## config.mk

```make
export PLATFORM = sky130hd
export DESIGN_NAME = ook_remote_switch_frame_sender
export DESIGN_NICKNAME = d
export VERILOG_FILES = /design/src/hdl/orsfs_pkg.sv /design/src/hdl/orsfs_cfg.sv /design/src/hdl/orsfs_seq.sv /design/src/hdl/ook_remote_switch_frame_sender.sv
export SDC_FILE = /design/constraint.sdc
export NUM_CORES = 1
export LEC_CHECK = 0
export BUFFER_PORTS_ARGS = -buffer_cell sky130_fd_sc_hd__buf_2
export CORE_MARGIN = 5
export CORE_UTILIZATION = 40
export CTS_BUF_LIST = sky130_fd_sc_hd__clkbuf_4 sky130_fd_sc_hd__clkbuf_8
export CTS_CLUSTER_SIZE = 16
export DETAILED_ROUTE_END_ITERATION = 10
export SETUP_SLACK_MARGIN = 0.3
export SKIP_LAST_GASP = 1
export SYNTH_ARGS = -nofsm -noshare
export SYNTH_HDL_FRONTEND = slang
export SYNTH_HIERARCHICAL = 1
export SYNTH_SLANG_ARGS = --single-unit
```

## constraint.sdc

```tcl
create_clock -name i_clk -period 3.7 [get_ports i_clk]
set_clock_uncertainty 0.1 [all_clocks]
set_input_delay 0 -clock i_clk [delete_from_list [all_inputs] [get_ports i_clk]]
set_output_delay 0 -clock i_clk [all_outputs]
set_load 0.02 [all_outputs]
```

## src/hdl/orsfs_pkg.sv

```systemverilog
// ----------------------------------------------------------------------------
// orsfs_pkg: shared types and constants of the OOK remote switch frame sender
// Holds the register map, the register reset values, the configuration
// bundle and the status bundle passed from the sequencer to the top level.
// ----------------------------------------------------------------------------
`default_nettype none

package orsfs_pkg;

    // Default values of the top-level parameters.
    localparam int SENDER_BITS_DEF = 26;
    localparam int TIMER_WIDTH_DEF = 20;

    // Number of unit code bits sent at the end of the data word of each frame.
    localparam int UNIT_BITS = 4;

    // Configuration port geometry.
    localparam int CFG_IDX_W  = 3;
    localparam int CFG_DATA_W = 20;

    // Register map.
    typedef enum logic [CFG_IDX_W-1:0] {
        CFG_SHORT_PULSE = 3'd0,
        CFG_LONG_LOW    = 3'd1,
        CFG_LATCH_LONG  = 3'd2,
        CFG_LATCH_SHORT = 3'd3,
        CFG_GAP_SHORT   = 3'd4,
        CFG_GAP_LONG    = 3'd5,
        CFG_GROUPS      = 3'd6,
        CFG_UNIT        = 3'd7
    } t_cfg_idx;

    // Register reset values.
    localparam logic [15:0]          RST_SHORT_PULSE = 16'd275;
    localparam logic [15:0]          RST_LONG_LOW    = 16'd1225;
    localparam logic [15:0]          RST_LATCH_LONG  = 16'd9900;
    localparam logic [15:0]          RST_LATCH_SHORT = 16'd2675;
    localparam logic [19:0]          RST_GAP_SHORT   = 20'd10000;
    localparam logic [19:0]          RST_GAP_LONG    = 20'd90000;
    localparam logic [3:0]           RST_GROUPS      = 4'd3;
    localparam logic [UNIT_BITS-1:0] RST_UNIT        = 4'd2;

    // All configuration registers as one bundle.
    typedef struct packed {
        logic [15:0]          short_pulse_ticks;
        logic [15:0]          long_low_ticks;
        logic [15:0]          latch_long_ticks;
        logic [15:0]          latch_short_ticks;
        logic [19:0]          gap_short_ticks;
        logic [19:0]          gap_long_ticks;
        logic [3:0]           group_repeats;
        logic [UNIT_BITS-1:0] unit_code;
    } t_cfg;

    // Sequencer status after the request in hand has been applied.
    typedef struct packed {
        logic pin_level;
        logic busy;
    } t_seq_status;

endpackage

`default_nettype wire

```

## src/hdl/orsfs_cfg.sv

```systemverilog
// ----------------------------------------------------------------------------
// orsfs_cfg: configuration register file
// Eight write-only registers loaded from the plain write port.
// ----------------------------------------------------------------------------
`default_nettype none

module orsfs_cfg (
    input  wire logic                              i_clk,
    input  wire logic                              i_rst_n,
    input  wire logic                              i_cfg_we,
    input  wire logic [orsfs_pkg::CFG_IDX_W-1:0]   i_cfg_idx,
    input  wire logic [orsfs_pkg::CFG_DATA_W-1:0]  i_cfg_data,
    output orsfs_pkg::t_cfg                        o_cfg
);

    orsfs_pkg::t_cfg r_cfg;

    always_ff @(posedge i_clk) begin
        if (!i_rst_n) begin
            r_cfg.short_pulse_ticks <= orsfs_pkg::RST_SHORT_PULSE;
            r_cfg.long_low_ticks    <= orsfs_pkg::RST_LONG_LOW;
            r_cfg.latch_long_ticks  <= orsfs_pkg::RST_LATCH_LONG;
            r_cfg.latch_short_ticks <= orsfs_pkg::RST_LATCH_SHORT;
            r_cfg.gap_short_ticks   <= orsfs_pkg::RST_GAP_SHORT;
            r_cfg.gap_long_ticks    <= orsfs_pkg::RST_GAP_LONG;
            r_cfg.group_repeats     <= orsfs_pkg::RST_GROUPS;
            r_cfg.unit_code         <= orsfs_pkg::RST_UNIT;
        end else if (i_cfg_we) begin
            case (orsfs_pkg::t_cfg_idx'(i_cfg_idx))
                orsfs_pkg::CFG_SHORT_PULSE: r_cfg.short_pulse_ticks <= i_cfg_data[15:0];
                orsfs_pkg::CFG_LONG_LOW:    r_cfg.long_low_ticks    <= i_cfg_data[15:0];
                orsfs_pkg::CFG_LATCH_LONG:  r_cfg.latch_long_ticks  <= i_cfg_data[15:0];
                orsfs_pkg::CFG_LATCH_SHORT: r_cfg.latch_short_ticks <= i_cfg_data[15:0];
                orsfs_pkg::CFG_GAP_SHORT:   r_cfg.gap_short_ticks   <= i_cfg_data[19:0];
                orsfs_pkg::CFG_GAP_LONG:    r_cfg.gap_long_ticks    <= i_cfg_data[19:0];
                orsfs_pkg::CFG_GROUPS:      r_cfg.group_repeats     <= i_cfg_data[3:0];
                orsfs_pkg::CFG_UNIT:        r_cfg.unit_code <= i_cfg_data[orsfs_pkg::UNIT_BITS-1:0];
                default: begin
                end
            endcase
        end
    end

    assign o_cfg = r_cfg;

endmodule

`default_nettype wire

```

## src/hdl/orsfs_seq.sv

```systemverilog
// ----------------------------------------------------------------------------
// orsfs_seq: segment timer and frame sequencer
// Holds the burst state and applies one tick or start request per step.
// The status output shows the state as it will be after the current step.
// ----------------------------------------------------------------------------
`default_nettype none

module orsfs_seq #(
    parameter int SENDER_BITS = orsfs_pkg::SENDER_BITS_DEF,
    parameter int TIMER_WIDTH = orsfs_pkg::TIMER_WIDTH_DEF
) (
    input  wire logic                   i_clk,
    input  wire logic                   i_rst_n,
    input  wire logic                   i_step,
    input  wire logic                   i_action,
    input  wire logic                   i_switch_on,
    input  wire logic [SENDER_BITS-1:0] i_sender_id,
    input  wire orsfs_pkg::t_cfg        i_cfg,
    output orsfs_pkg::t_seq_status      o_status
);

    localparam int PAIR_COUNT = SENDER_BITS + 2 + orsfs_pkg::UNIT_BITS;
    localparam int IDX_W      = $clog2(PAIR_COUNT);
    localparam int TW         = TIMER_WIDTH;

    typedef enum logic [2:0] {
        PH_IDLE  = 3'd0,
        PH_PRE   = 3'd1,
        PH_DATA  = 3'd2,
        PH_TRAIL = 3'd3,
        PH_GAP   = 3'd4
    } t_phase;

    t_phase                 r_phase, n_phase;
    logic [TW-1:0]          r_time, n_time;
    logic [IDX_W-1:0]       r_idx, n_idx;
    logic                   r_half, n_half;
    logic                   r_low, n_low;
    logic [1:0]             r_frame, n_frame;
    logic [3:0]             r_groups, n_groups;
    logic [SENDER_BITS-1:0] r_sender, n_sender;
    logic                   r_on, n_on;
    logic                   r_pin, n_pin;

    // Segment lengths brought to the timer width.
    logic [31:0]      w_short_ext, w_long_ext, w_lat_long_ext, w_lat_short_ext;
    logic [31:0]      w_gap_s_ext, w_gap_l_ext;
    logic [TW-1:0]    w_short_t, w_long_t, w_lat_long_t, w_lat_short_t;
    logic [TW-1:0]    w_gap_t;

    // Data word sent as Manchester pairs, first pair in the top bit.
    logic [PAIR_COUNT-1:0] w_word;
    logic [IDX_W-1:0]      w_sel;
    logic                  w_bitval;

    logic          seg_load;
    logic          seg_level;
    logic [TW-1:0] seg_ticks;
    logic          frame_start;
    logic          frame_end;

    assign w_short_ext     = {16'd0, i_cfg.short_pulse_ticks};
    assign w_long_ext      = {16'd0, i_cfg.long_low_ticks};
    assign w_lat_long_ext  = {16'd0, i_cfg.latch_long_ticks};
    assign w_lat_short_ext = {16'd0, i_cfg.latch_short_ticks};
    assign w_gap_s_ext     = {12'd0, i_cfg.gap_short_ticks};
    assign w_gap_l_ext     = {12'd0, i_cfg.gap_long_ticks};

    assign w_short_t     = w_short_ext[TW-1:0];
    assign w_long_t      = w_long_ext[TW-1:0];
    assign w_lat_long_t  = w_lat_long_ext[TW-1:0];
    assign w_lat_short_t = w_lat_short_ext[TW-1:0];
    assign w_gap_t       = (r_frame == 2'd1) ? w_gap_l_ext[TW-1:0] : w_gap_s_ext[TW-1:0];

    assign w_word   = {r_sender, 1'b0, r_on, i_cfg.unit_code};
    assign w_sel    = IDX_W'(PAIR_COUNT - 1) - r_idx;
    assign w_bitval = w_word[w_sel] ^ r_half;

    always_comb begin
        n_phase     = r_phase;
        n_time      = r_time;
        n_idx       = r_idx;
        n_half      = r_half;
        n_low       = r_low;
        n_frame     = r_frame;
        n_groups    = r_groups;
        n_sender    = r_sender;
        n_on        = r_on;
        n_pin       = r_pin;
        seg_load    = 1'b0;
        seg_level   = 1'b0;
        seg_ticks   = w_short_t;
        frame_start = 1'b0;
        frame_end   = 1'b0;

        if (i_step) begin
            if (i_action) begin
                // A start request only opens a burst from idle and with a nonzero group count.
                if (r_phase == PH_IDLE && i_cfg.group_repeats != 4'd0) begin
                    n_on        = i_switch_on;
                    n_sender    = i_sender_id;
                    n_groups    = i_cfg.group_repeats;
                    n_frame     = 2'd0;
                    frame_start = 1'b1;
                end
            end else if (r_phase != PH_IDLE) begin
                if (r_time > TW'(1)) begin
                    n_time = r_time - TW'(1);
                end else begin
                    case (r_phase)
                        PH_PRE: begin
                            if (r_idx < IDX_W'(3)) begin
                                n_idx    = r_idx + IDX_W'(1);
                                seg_load = 1'b1;
                                if (r_idx == IDX_W'(0)) begin
                                    seg_level = 1'b0;
                                    seg_ticks = w_lat_long_t;
                                end else if (r_idx == IDX_W'(1)) begin
                                    seg_level = 1'b1;
                                    seg_ticks = w_short_t;
                                end else begin
                                    seg_level = 1'b0;
                                    seg_ticks = w_lat_short_t;
                                end
                            end else begin
                                n_phase   = PH_DATA;
                                n_idx     = '0;
                                n_half    = 1'b0;
                                n_low     = 1'b0;
                                seg_load  = 1'b1;
                                seg_level = 1'b1;
                                seg_ticks = w_short_t;
                            end
                        end
                        PH_DATA: begin
                            seg_load = 1'b1;
                            if (!r_low) begin
                                n_low     = 1'b1;
                                seg_level = 1'b0;
                                seg_ticks = w_bitval ? w_long_t : w_short_t;
                            end else begin
                                n_low     = 1'b0;
                                seg_level = 1'b1;
                                seg_ticks = w_short_t;
                                if (!r_half) begin
                                    n_half = 1'b1;
                                end else begin
                                    n_half = 1'b0;
                                    if (r_idx == IDX_W'(PAIR_COUNT - 1)) begin
                                        n_phase = PH_TRAIL;
                                        n_idx   = '0;
                                    end else begin
                                        n_idx = r_idx + IDX_W'(1);
                                    end
                                end
                            end
                        end
                        PH_TRAIL: begin
                            if (!r_low) begin
                                n_low     = 1'b1;
                                seg_load  = 1'b1;
                                seg_level = 1'b0;
                                seg_ticks = w_lat_short_t;
                            end else begin
                                n_low = 1'b0;
                                if (w_gap_t != '0) begin
                                    n_phase   = PH_GAP;
                                    seg_load  = 1'b1;
                                    seg_level = 1'b0;
                                    seg_ticks = w_gap_t;
                                end else begin
                                    frame_end = 1'b1;
                                end
                            end
                        end
                        PH_GAP: begin
                            frame_end = 1'b1;
                        end
                        default: begin
                            n_phase = PH_IDLE;
                            n_time  = '0;
                            n_pin   = 1'b0;
                        end
                    endcase
                end
            end
        end

        // Frame boundary: next frame of the group, next group, or burst end.
        if (frame_end) begin
            if (r_frame != 2'd3) begin
                n_frame     = r_frame + 2'd1;
                frame_start = 1'b1;
            end else begin
                n_frame  = 2'd0;
                n_groups = r_groups - 4'd1;
                if (n_groups != 4'd0) begin
                    frame_start = 1'b1;
                end else begin
                    n_phase = PH_IDLE;
                    n_time  = '0;
                    n_idx   = '0;
                    n_half  = 1'b0;
                    n_low   = 1'b0;
                    n_pin   = 1'b0;
                end
            end
        end

        if (frame_start) begin
            n_phase   = PH_PRE;
            n_idx     = '0;
            n_half    = 1'b0;
            n_low     = 1'b0;
            seg_load  = 1'b1;
            seg_level = 1'b1;
            seg_ticks = w_short_t;
        end

        // A zero length segment still lasts one tick.
        if (seg_load) begin
            n_pin  = seg_level;
            n_time = (seg_ticks == '0) ? TW'(1) : seg_ticks;
        end
    end

    always_ff @(posedge i_clk) begin
        if (!i_rst_n) begin
            r_phase  <= PH_IDLE;
            r_time   <= '0;
            r_idx    <= '0;
            r_half   <= 1'b0;
            r_low    <= 1'b0;
            r_frame  <= 2'd0;
            r_groups <= 4'd0;
            r_sender <= '0;
            r_on     <= 1'b0;
            r_pin    <= 1'b0;
        end else begin
            r_phase  <= n_phase;
            r_time   <= n_time;
            r_idx    <= n_idx;
            r_half   <= n_half;
            r_low    <= n_low;
            r_frame  <= n_frame;
            r_groups <= n_groups;
            r_sender <= n_sender;
            r_on     <= n_on;
            r_pin    <= n_pin;
        end
    end

    assign o_status.pin_level = n_pin;
    assign o_status.busy      = (n_phase != PH_IDLE);

endmodule

`default_nettype wire

```

## src/hdl/ook_remote_switch_frame_sender.sv

```systemverilog
// ----------------------------------------------------------------------------
// ook_remote_switch_frame_sender: on-off-keyed remote switch transmitter
// Steps out bursts of Manchester coded switch frames on one radio pin.
// ----------------------------------------------------------------------------
// Each request on the input channel is either a start command or one
// microsecond tick, and each request yields exactly one result holding the
// transmitter pin level and the busy flag as they stand after that request.
// A start command taken while idle latches the sender code and the on/off
// flag and opens a burst of group_repeats groups of four frames; ticks then
// time every high and low segment of the preamble, the data pairs (32 by
// default), the trailer and the gap that follows each frame. A start command
// while busy and a tick while idle change nothing. The block takes one
// request per clock cycle while the consumer keeps up: a request is held in
// an input register, the sequencer applies it once the result register can
// take its outcome, so a result is valid in the cycle after its request is
// applied. The result register only stops the flow when it is full and the
// consumer does not take it. Configuration writes go to a separate write
// port and must be made while no burst is running.
// ----------------------------------------------------------------------------
`default_nettype none

module ook_remote_switch_frame_sender #(
    parameter int SENDER_BITS = orsfs_pkg::SENDER_BITS_DEF,
    parameter int TIMER_WIDTH = orsfs_pkg::TIMER_WIDTH_DEF
) (
    input  wire logic                              i_clk,
    input  wire logic                              i_rst_n,
    // Request channel.
    input  wire logic                              i_in_valid,
    output logic                                   o_in_ready,
    input  wire logic                              i_action,
    input  wire logic                              i_switch_on,
    input  wire logic [SENDER_BITS-1:0]            i_sender_id,
    // Result channel.
    output logic                                   o_out_valid,
    input  wire logic                              i_out_ready,
    output logic                                   o_pin_level,
    output logic                                   o_busy_res,
    // Configuration write port.
    input  wire logic                              i_cfg_we,
    input  wire logic [orsfs_pkg::CFG_IDX_W-1:0]   i_cfg_idx,
    input  wire logic [orsfs_pkg::CFG_DATA_W-1:0]  i_cfg_data
);

    orsfs_pkg::t_cfg        w_cfg;
    orsfs_pkg::t_seq_status w_status;

    // Input register.
    logic                   r_in_valid;
    logic                   r_action;
    logic                   r_switch_on;
    logic [SENDER_BITS-1:0] r_sender_id;

    // Result register.
    logic r_out_valid;
    logic r_pin_level;
    logic r_busy_res;

    // The held request is applied when the result register can take its outcome.
    logic w_step;

    assign w_step     = r_in_valid && (!r_out_valid || i_out_ready);
    assign o_in_ready = !r_in_valid || w_step;

    orsfs_cfg u_cfg (
        .i_clk      (i_clk),
        .i_rst_n    (i_rst_n),
        .i_cfg_we   (i_cfg_we),
        .i_cfg_idx  (i_cfg_idx),
        .i_cfg_data (i_cfg_data),
        .o_cfg      (w_cfg)
    );

    orsfs_seq #(
        .SENDER_BITS (SENDER_BITS),
        .TIMER_WIDTH (TIMER_WIDTH)
    ) u_seq (
        .i_clk       (i_clk),
        .i_rst_n     (i_rst_n),
        .i_step      (w_step),
        .i_action    (r_action),
        .i_switch_on (r_switch_on),
        .i_sender_id (r_sender_id),
        .i_cfg       (w_cfg),
        .o_status    (w_status)
    );

    always_ff @(posedge i_clk) begin
        if (!i_rst_n) begin
            r_in_valid <= 1'b0;
        end else if (o_in_ready) begin
            r_in_valid <= i_in_valid;
        end
    end

    always_ff @(posedge i_clk) begin
        if (i_in_valid && o_in_ready) begin
            r_action    <= i_action;
            r_switch_on <= i_switch_on;
            r_sender_id <= i_sender_id;
        end
    end

    always_ff @(posedge i_clk) begin
        if (!i_rst_n) begin
            r_out_valid <= 1'b0;
        end else if (w_step) begin
            r_out_valid <= 1'b1;
        end else if (i_out_ready) begin
            r_out_valid <= 1'b0;
        end
    end

    always_ff @(posedge i_clk) begin
        if (w_step) begin
            r_pin_level <= w_status.pin_level;
            r_busy_res  <= w_status.busy;
        end
    end

    assign o_out_valid = r_out_valid;
    assign o_pin_level = r_pin_level;
    assign o_busy_res  = r_busy_res;

    // The carrier is never left on once a burst has ended.
    a_idle_pin_low: assert property (@(posedge i_clk) disable iff (!i_rst_n)
        (o_out_valid && !o_busy_res) |-> !o_pin_level)
        else $error("pin high while no burst is running");

    // An empty result register never holds back the request channel.
    a_ready_when_empty: assert property (@(posedge i_clk) disable iff (!i_rst_n)
        !o_out_valid |-> o_in_ready)
        else $error("request channel stalled with empty result register");

    // Every applied request produces a result in the next cycle.
    a_step_gives_result: assert property (@(posedge i_clk) disable iff (!i_rst_n)
        w_step |=> o_out_valid)
        else $error("applied request did not produce a result");

endmodule

`default_nettype wire
```

==> impl_metrics.json, run 1 <==
{
  "status": "complete, no violations",
  "maxSlewHeadroom_pct": 25.5,
  "final_common_cell": "nand2_1",
  "postLayoutCellArea_sq_um": 12600,
  "worstSetupPathType": "flop to flop",
  "syn2layout_area_growth_pct": 18.6,
  "ys_ff_latch": 208,
  "crit_fanout": 12,
  "hpwl_um": 21700,
  "clk_pin_slew_worst_paths_ns": 0.06,
  "synth_top_family_by_area": "simple AND/OR/NAND/NOR gates",
  "ir_drop_uv": 332,
  "n_antenna_cell": 0,
  "grt_overflow": 0,
  "avgSynthCellArea_sq_um": 9.02,
  "grt_pass1_wl_um": 48700,
  "fin_crit_sh_pct": 87.4,
  "grt_max_degree": 97,
  "grt_usage_pct": 19.6,
  "synth_compound_area_share_pct": 14.5,
  "startpoint_type": "flop",
  "synth_area_sq_um": 10600,
  "finalWirelength_um": 30300,
  "slew_viol_final": 0,
  "ys_types": 83,
  "die_area_sq_um": 29900,
  "fillers": 2469,
  "start_util_pct": 40.7,
  "root_buffer": "clkbuf_8",
  "drtIter0Drc": 692,
  "synthArstFlopShare_pct": 0,
  "hp-class": "primary input to flop",
  "cp_top_family": "compound AO/OA/AOI/OAI gates",
  "hold_viol_final": 0,
  "htreeDepth": 2,
  "clock_latency_ns": 0.53,
  "finalCriticalPeriod_ns": 3.23,
  "drive_gt1_share_pct": 15.3,
  "cpPeakStageDelay_ns": 0.54,
  "cts_num_sinks": 208,
  "coreArea_sq_um": 26100,
  "synth_xor_xnor_area_share_pct": 0.413,
  "die_w_um": 173,
  "powerDensity_nw_per_um2": 407,
  "register_area_sq_um": 4470,
  "avgViaCountPerCell": 5.53,
  "worst_slew_pin_slew_ns": 1.11,
  "placed_cell_area_sq_um": 11200,
  "rsz0062_at_grt": "true",
  "cts_tree": "built",
  "fmax_mhz": 309,
  "drc_errors": 0,
  "rows": 59,
  "die_h_um": 173,
  "multi_input_area_sq_um": 5740,
  "firstDrtPassIters": 6,
  "final_cell_mix": "nand2_1 (204), dfxtp_1 (176), mux2i_1 (147), a21oi_1 (78), nor2b_1 (66)",
  "synthAdderAreaFrac_pct": 1.18,
  "synth-warning-count": 6,
  "muxShareOfSynthArea_pct": 15.7,
  "arrival_ns": 3.54,
  "crit_path_end_kind": "flop",
  "cpMaxStageDelayCell": "or4_1",
  "critPathBufInv": 1,
  "synthesis.nets": 1242,
  "grt_pass1_vias": 8925,
  "cts-buffers-inserted": 36,
  "required_ns": 4.00,
  "setup_viol": 0,
  "ys_seq_area_share_pct": 42.1,
  "via_count": 9068,
  "ant_nets": 0,
  "antenna_found_initial": 0,
  "clk_path_buf_depth": 3,
  "leakage_uw": 0.00495,
  "io_pins": 60,
  "finalNetCount": 1347,
  "gp_congestion": 0.907,
  "netlist_instances": 1176,
  "cap_violations": 0,
  "wl_per_cell_um": 18.5,
  "cp_cell_sequence": "inv_1 -> ha_2 -> or4_1 -> o22a_1 -> a2111oi_4 -> nor2_2 -> a221oi_2 -> nor2_1 -> a21oi_1 -> a21boi_0 -> o22ai_1",
  "synthFlopType": "dfxtp_1",
  "synthSimpleGateAreaFrac_pct": 22.0,
  "setup_tns_ns": 0,
  "io_buffers": 59,
  "synth_edf_count": 30
}
final timing paths:
path / start / to / slack [ns] / depth (start not counted)
min reg2reg: u_seq/r_sender[6] / u_seq/r_sender[6] / 0.35 / 2
max reg2reg: u_seq/r_frame[1] / u_seq/r_time[7] / 0.47 / 11
max: u_seq/r_frame[1] / u_seq/r_time[7] / 0.47 / 11
min: i_sender_id[8] / r_sender_id[8] / 0.08 / 2
metal layers:
metal | share of wire, % | routed length, um | up-vias | track usage, %
met2 | 45 | 13600 | 259 | 30.9
met1 | 47 | 14400 | 4343 | 27.9
met5 | 0 | 0 | - | 0
li1 | - | - | 4415 | -
met3 | 5.8 | 1770 | 51 | 3.34
met4 | 1.9 | 563 | 0 | 4.95
cells by family after synthesis:
logic type	Yosys count
and+or+nand+nor	459
AOI/OAI and AO/OA	236
DFF	208
muxes	162
buffers and inverters	96
adders and majority gates	10
xor gates and xnor gates	5
power by group:
group          leakage (uW)  switching (uW)  total, uW  internal (uW)
registers           0.00174            51.3       2410           2360
logic               0.00281             281        484            204
clock network      0.000404             923       2230           1300
total               0.00495            1250       5120           3870
through the flow:
stage | power [uW] | setup WS [ns] | hold WS, ns | cells | util (%)
3_5_place_dp | 2890 | 0.257 | 0.0783 | 1516 | 43.0
3_3_place_gp | 2890 | 0.339 | 0.0765 | 1516 | 43.0
4_1_cts | 5170 | 0.378 | 0.0645 | 1640 | 48.3
2_1_floorplan | 2730 | 0.768 | -0.00113 | 1176 | -
6_report | 5120 | 0.466 | 0.0839 | 1641 | 48.3
5_1_grt | 5340 | 0.288 | 0.0680 | 1641 | 48.3
state kept, by name (all words and copies together) (netlist names):
signal	flops
o_busy_res	1
o_out_valid	1
o_pin_level	1
r_action	1
r_in_valid	1
r_sender_id	26
r_switch_on	1
u_cfg/o_cfg	112
u_seq/r_frame	2
u_seq/r_groups	4
u_seq/r_half	1
u_seq/r_idx	5
u_seq/r_low	1
u_seq/r_on	1
u_seq/r_phase	3
u_seq/r_pin	1
u_seq/r_sender	26
u_seq/r_time	20
Yosys cell counts (4+ instances only):
| master | number | area share [%] |
|---|---|---|
| mux2_2 | 12 | 1.3 |
| dfxtp_1 | 178 | 34 |
| a22oi_1 | 18 | 1.3 |
| clkbuf_1 | 43 | 1.5 |
| nand2_1 | 204 | 7.2 |
| o21a_1 | 5 | 0.35 |
| o211ai_1 | 4 | 0.28 |
| buf_2 | 23 | 1.1 |
| nand2b_1 | 5 | 0.29 |
| nor4bb_1 | 5 | 0.47 |
| buf_1 | 5 | 0.18 |
| a211oi_1 | 8 | 0.57 |
| mux2i_1 | 147 | 14 |
| nor3_1 | 22 | 1.0 |
| and3_1 | 7 | 0.41 |
| a211o_1 | 4 | 0.33 |
| nand4b_1 | 5 | 0.41 |
| nand3_1 | 13 | 0.61 |
| inv_1 | 14 | 0.50 |
| o21ai_0 | 45 | 2.1 |
| nor4_1 | 13 | 0.77 |
| buf_4 | 7 | 0.50 |
| a21oi_1 | 79 | 3.7 |
| edfxtp_1 | 30 | 8.5 |
| o2bb2ai_1 | 9 | 0.74 |
| o22ai_1 | 21 | 1.2 |
| and2_1 | 6 | 0.35 |
| nand4_1 | 8 | 0.47 |
| nor2b_1 | 66 | 3.9 |
| a31oi_1 | 7 | 0.41 |
| or2_2 | 6 | 0.35 |
| ha_1 | 10 | 1.2 |
| nor2_1 | 62 | 2.2 |
| a221oi_1 | 4 | 0.33 |
area by class of cell:
cell class              instances  share of cell area [%]
multi-input cells             872                    45.6
clock inverters                 8                   0.746
inverters                      15                   0.447
repair buffers                148                    8.99
clock buffers                  55                    5.37
flip-flops and latches        208                    35.5
well taps                     335                    3.33
timing repair:
item / 4_1_cts / 5_1_grt
setup buffers: 0 / 1
gates resized for setup: 1 / 3
gates cloned: 0 / 0
endpoints found under the hold margin: 142 / 0
hold buffers: 61 / 0
pin swaps: 0 / 1
endpoints found under the setup margin: 1 / 9
Note: power is estimated with default switching activity, not from simulation.
==> run 2: changes to the inputs <==
==> constraint.sdc (replaced) <==
create_clock -name i_clk -period 3.7 [get_ports i_clk]
set_clock_uncertainty 0.1 [all_clocks]
set_input_delay 0.74 -clock i_clk [delete_from_list [all_inputs] [get_ports i_clk]]
set_output_delay 0.74 -clock i_clk [all_outputs]
set_load 0.02 [all_outputs]
==> run 2 against run 1 <==
Sequential power hardly changed. Clock power is 9.4% lower. Register-to-register slack improved by 0.04 ns. Worst hold slack gained 0.21 ns. Clock-buffer cell count shrank 3. Fmax is 1.3% higher. Wire length down 0.98%. Largest power group unchanged.
==> impl_metrics.json, run 2 (synthesis gave the netlist of run 1 again) <==
{
  "hp-class": "primary input to flop",
  "multi_input_area_sq_um": 5740,
  "worst_slew_pin_slew_ns": 1.11,
  "htreeDepth": 2,
  "fin_crit_sh_pct": 86.3,
  "final_cell_mix": "nand2_1 (204), dfxtp_1 (176), mux2i_1 (147), a21oi_1 (78), nor2b_1 (66)",
  "startpoint_type": "flop",
  "dp.cells": 1527,
  "ir_drop_uv": 278,
  "final_common_cell": "nand2_1",
  "cts-buffers-inserted": 36,
  "status": "complete, no violations",
  "r2r_slack_ns": 0.51,
  "cts_num_sinks": 208,
  "crit_fanout": 18,
  "grt_max_degree": 69,
  "crit_path_end_kind": "flop",
  "finalHoldWorstSlack_ns": 0.297,
  "setup_tns_ns": 0,
  "leakage_uw": 0.00473,
  "drc_errors": 0,
  "via_count": 8894,
  "finalWirelength_um": 30000,
  "drtIter0Drc": 618,
  "firstDrtPassIters": 5,
  "drive_gt1_share_pct": 16.7,
  "ant_nets": 0,
  "die_area_sq_um": 29900,
  "grt_pass1_vias": 8567,
  "finalNetCount": 1301,
  "clk_path_buf_depth": 3,
  "final_cells": 1595,
  "clock_latency_ns": 0.53,
  "wl_per_cell_um": 18.8,
  "rows": 59,
  "cts_tree": "built",
  "avgViaCountPerCell": 5.58,
  "fmax_mhz": 313,
  "cap_violations": 0,
  "maxSlewHeadroom_pct": 26.1,
  "die_h_um": 173,
  "worstSetupPathType": "flop to flop",
  "fillers": 2518,
  "hold_viol_final": 0,
  "largest_reg_flops": 112,
  "syn2layout_area_growth_pct": 13.2,
  "rsz0062_at_grt": "false",
  "grt_pass1_wl_um": 47000,
  "hpwl_um": 22200,
  "coreArea_sq_um": 26100,
  "antenna_found_initial": 0,
  "required_ns": 4.00,
  "clk_pin_slew_worst_paths_ns": 0.06,
  "register_area_sq_um": 4470,
  "cts_hold_buf": 0,
  "n_antenna_cell": 0,
  "grt_usage_pct": 19.1,
  "setup_viol": 0,
  "gp_congestion": 0.924,
  "start_util_pct": 40.7,
  "arrival_ns": 3.49,
  "io_pins": 60,
  "grt_overflow": 0,
  "io_buffers": 59,
  "slew_viol_final": 0,
  "powerDensity_nw_per_um2": 406,
  "finalCriticalPeriod_ns": 3.19,
  "die_w_um": 173,
  "root_buffer": "clkbuf_8"
}
-- run 2: changes by cell type in the layout (fill, tap and decap cells not counted) --
cell	before	now
dlygate4sd3_1	61	0
buf_4	28	43
clkinv_1	1	5
bufinv_16	2	0
clkbuf_8	42	40
and3_1	6	7
and3_2	1	0
buf_12	1	0
buf_6	0	1
clkbuf_4	13	12
clkinv_2	3	4
-- run 2: repair_timing --
| action | CTS | global route |
|---|---|---|
| setup buffers | 0 | 5 |
| endpoints found under the hold margin | 0 | 0 |
| resized for setup | 0 | 4 |
| pin swaps | 2 | 3 |
| setup endpoints to repair | 2 | 23 |
-- run 2: layer usage --
layer / share of wire, % / global-route usage [%] / vias up
met4: 2.9 / 6.85 / 0
li1: - / - / 4327
met2: 44 / 29.0 / 256
met5: 0 / 0 / -
met1: 48 / 27.3 / 4243
met3: 5.4 / 3.28 / 68
-- run 2: worst paths after layout --
check | startpoint | to | depth (start not counted)
max | u_seq/r_frame[0] | u_seq/r_time[7] | 12
min | i_sender_id[17] | r_sender_id[17] | 1
max reg2reg | u_seq/r_frame[0] | u_seq/r_time[7] | 12
min reg2reg | u_seq/r_sender[13] | u_seq/r_sender[13] | 2
-- run 2: critical path: stages, from the launching register on --
cell	delay, ns
dfxtp_1	0.39
ha_2	0.30
buf_6	0.22
nor4b_1	0.25
nand2_1	0.16
a2111oi_4	0.37
buf_4	0.21
nor2_2	0.11
a221oi_2	0.28
nor2_1	0.06
a21oi_1	0.21
a21boi_0	0.28
o22ai_1	0.12
-- run 2: stage by stage --
stage | total power [uW] | cell area [sq um] | setup slack, ns | util, %
final | 4870 | 12000 | 0.507 | 46.1
after global routing | 5070 | 12000 | 0.302 | 46.1
after CTS | 4930 | 12000 | 0.272 | 45.9
after detailed placement | 2890 | 11300 | 0.248 | 43.2
after global placement | 2880 | 11300 | 0.345 | 43.2
after floorplan | 2730 | 10600 | 0.553 | -
-- run 2: final cells by class --
| cell class | instances | share of cell area (%) |
|---|---|---|
| multi-input combinational | 872 | 47.8 |
| sequential | 208 | 37.2 |
| clock buffer | 52 | 5.34 |
| timing repair buffer | 102 | 5.20 |
| tap | 335 | 3.49 |
| inverter | 15 | 0.469 |
| clock inverter | 11 | 0.448 |
-- run 2: where the power goes --
group / switching, uW / internal (uW) / total [uW] / leakage [uW]
registers: 50.8 / 2360 / 2410 / 0.00174
clock network: 912 / 1110 / 2020 / 0.000367
logic: 274 / 160 / 434 / 0.00262
total: 1240 / 3630 / 4870 / 0.00473
==> run 3: changes to the inputs <==
- RECOVER_POWER: unset -> 25
- clock period: 3.7 -> 2.6 ns (I/O delays scaled with it)
==> run 3 against run 2 <==
The flow now finishes with violations (capacitance limit, slew limit, setup timing). Clock-buffer cell count increased by 6. Global-route usage increased by 1.4 points. Via count increased by 7.7%. Flip-flop and latch count unchanged. Wire length increased by 8.0%. Setup slack got worse by 0.82 ns. Non-clock buffer count increased by 147. Die area unchanged. Fmax increased by 9.5%. First-iteration DRC count increased by 20%. Clock power increased by 52%. Critical path type unchanged.
==> impl_metrics.json, run 3 (synthesis gave the netlist of run 1 again) <==
{
  "status": "finished with violations",
  "violations": "capacitance limit, slew limit, setup timing",
  "io_pins": 60,
  "grt_pass1_vias": 9370,
  "die_h_um": 173,
  "cts_num_sinks": 208,
  "hold_viol_final": 0,
  "clock_latency_ns": 0.54,
  "n_antenna_cell": 0,
  "slew_viol_final": 38,
  "hp-class": "primary input to flop",
  "finalNetCount": 1448,
  "gp_congestion": 0.969,
  "grt_pass1_wl_um": 50600,
  "worst_slew_pin_slew_ns": 1.67,
  "ant_nets": 0,
  "arrival_ns": 3.23,
  "die_w_um": 173,
  "die_area_sq_um": 29900,
  "wl_per_cell_um": 18.6,
  "antenna_found_initial": 0,
  "drive_gt1_share_pct": 31.1,
  "pwr-share-seq_pct": 46.7,
  "cpMaxStageDelayCell": "a2111oi_4",
  "clock_power_share_pct": 41.9,
  "clk_pin_slew_worst_paths_ns": 0.06,
  "syn2layout_area_growth_pct": 29.9,
  "crit_path_end_kind": "flop",
  "leakage_uw": 0.00565,
  "htreeDepth": 2,
  "combPwrFrac_pct": 11.4,
  "cap_violations": 1,
  "start_util_pct": 40.7,
  "cp_cell_sequence": "inv_2 -> ha_4 -> buf_4 -> nor4_4 -> nand2_2 -> a2111oi_4 -> buf_6 -> nor2_2 -> buf_4 -> a21oi_1 -> nor2_4 -> a221oi_2 -> o22ai_1",
  "grt_usage_pct": 20.5,
  "firstDrtPassIters": 7,
  "drc_errors": 0,
  "final_common_cell": "nand2_1",
  "startpoint_type": "flop",
  "hpwl_um": 24500,
  "switching_share_pct": 25.4,
  "setup_slack_ns": -0.317,
  "powerDensity_nw_per_um2": 533,
  "coreArea_sq_um": 26100,
  "required_ns": 2.91,
  "avgViaCountPerCell": 5.50,
  "grt_max_degree": 38,
  "crit_fanout": 7,
  "maxSlewHeadroom_pct": -11.6,
  "fin_crit_sh_pct": 112,
  "cts_tree": "built",
  "power_uw": 7340,
  "rows": 59,
  "critPathBufInv": 4,
  "grt_overflow": 0,
  "switchingPower_uw": 1860,
  "finalWirelength_um": 32400,
  "internal_power_uw": 5480,
  "rsz0062_at_grt": "true",
  "worstSetupPathType": "flop to flop",
  "largest_reg_flops": 112,
  "drtIter0Drc": 740,
  "cts-buffers-inserted": 35,
  "via_count": 9581,
  "cpPeakStageDelay_ns": 0.42,
  "io_buffers": 59,
  "ir_drop_uv": 523,
  "finalCriticalPeriod_ns": 2.92,
  "cp_top_family": "compound AO/OA/AOI/OAI gates",
  "fin_util_pct": 52.9,
  "root_buffer": "clkbuf_8",
  "clk_path_buf_depth": 3,
  "setup_viol": 32,
  "path_common_cell": "buf_4",
  "finalHoldWorstSlack_ns": 0.0613,
  "fillers": 2401,
  "final_cell_mix": "nand2_1 (200), dfxtp_1 (173), buf_4 (170), mux2i_1 (147), nor2b_1 (64)",
  "fmax_mhz": 343
}
[run 3: changes by cell type in the layout (fill, tap and decap cells not counted), moves of 5 or more]
cell,previous run,this run
clkinv_1,5,0
a21oi_1,78,60
a21oi_2,1,15
o2bb2ai_2,0,6
o21ai_0,45,40
nor2_1,62,57
buf_6,1,13
o2bb2ai_1,9,1
buf_4,43,170
[run 3: final timing paths]
check             slack (ns)  cells after the start                 to         startpoint
setup / recovery       -0.32                     13    u_seq/r_time[2]   u_seq/r_frame[1]
hold / removal          0.06                      1     r_sender_id[4]     i_sender_id[4]
setup reg to reg       -0.32                     13    u_seq/r_time[2]   u_seq/r_frame[1]
hold reg to reg         0.36                      2  u_seq/r_sender[5]  u_seq/r_sender[5]
[run 3: power by group through the flow]
stage	combinational [uW]	sequential [uW]	clock, uW
detailed placement	756	3500	0
finish	840	3430	3070
floorplan	430	3470	0
CTS	815	3430	3140
global placement	748	3490	0
global route	909	3440	3290
[run 3: what timing repair did]
item | CTS | global route
pin swaps | 15 | 26
buffers inserted | 6 | 8
hold buffers | 0 | 0
cloned | 1 | 0
resized for setup | 44 | 52
setup endpoints to repair | 39 | 39
[run 3: area by class of cell]
class	count	area, sq um	area share [%]
clock buffer	58	711	5.16
timing repair buffer	249	1800	13.0
tap	335	419	3.04
inverter	15	56.3	0.409
multi-input combinational	873	6280	45.6
sequential	208	4480	32.5
clock inverter	5	42.5	0.309
[run 3: worst register-to-register path: stages, from the launching register on]
cell and delay [ns]:
dfxtp_2 0.33, inv_2 0.04, ha_4 0.16, buf_4 0.17, nor4_4 0.27, nand2_2 0.12, a2111oi_4 0.42, buf_6 0.20
nor2_2 0.08, buf_4 0.16, a21oi_1 0.31, nor2_4 0.07, a221oi_2 0.24, o22ai_1 0.14
[run 3: routing by layer]
metal	global-route usage (%)	share of wire (%)	vias to the layer above
met5	0	0	-
met4	5.60	2.7	0
met2	32.9	45	287
li1	-	-	4634
met1	29.0	47	4588
met3	3.10	5.2	72
[run 3: metrics by stage]
stage / std cells / cell area, sq um / setup TNS (ns) / setup WS, ns
2_1_floorplan: 1176 / 10800 / -0.348 / -0.106
3_3_place_gp: 1665 / 12500 / -4.47 / -0.246
3_5_place_dp: 1665 / 12500 / -5.37 / -0.312
4_1_cts: 1735 / 13500 / -5.07 / -0.309
5_1_grt: 1743 / 13800 / -7.29 / -0.386
6_report: 1743 / 13800 / -4.29 / -0.317
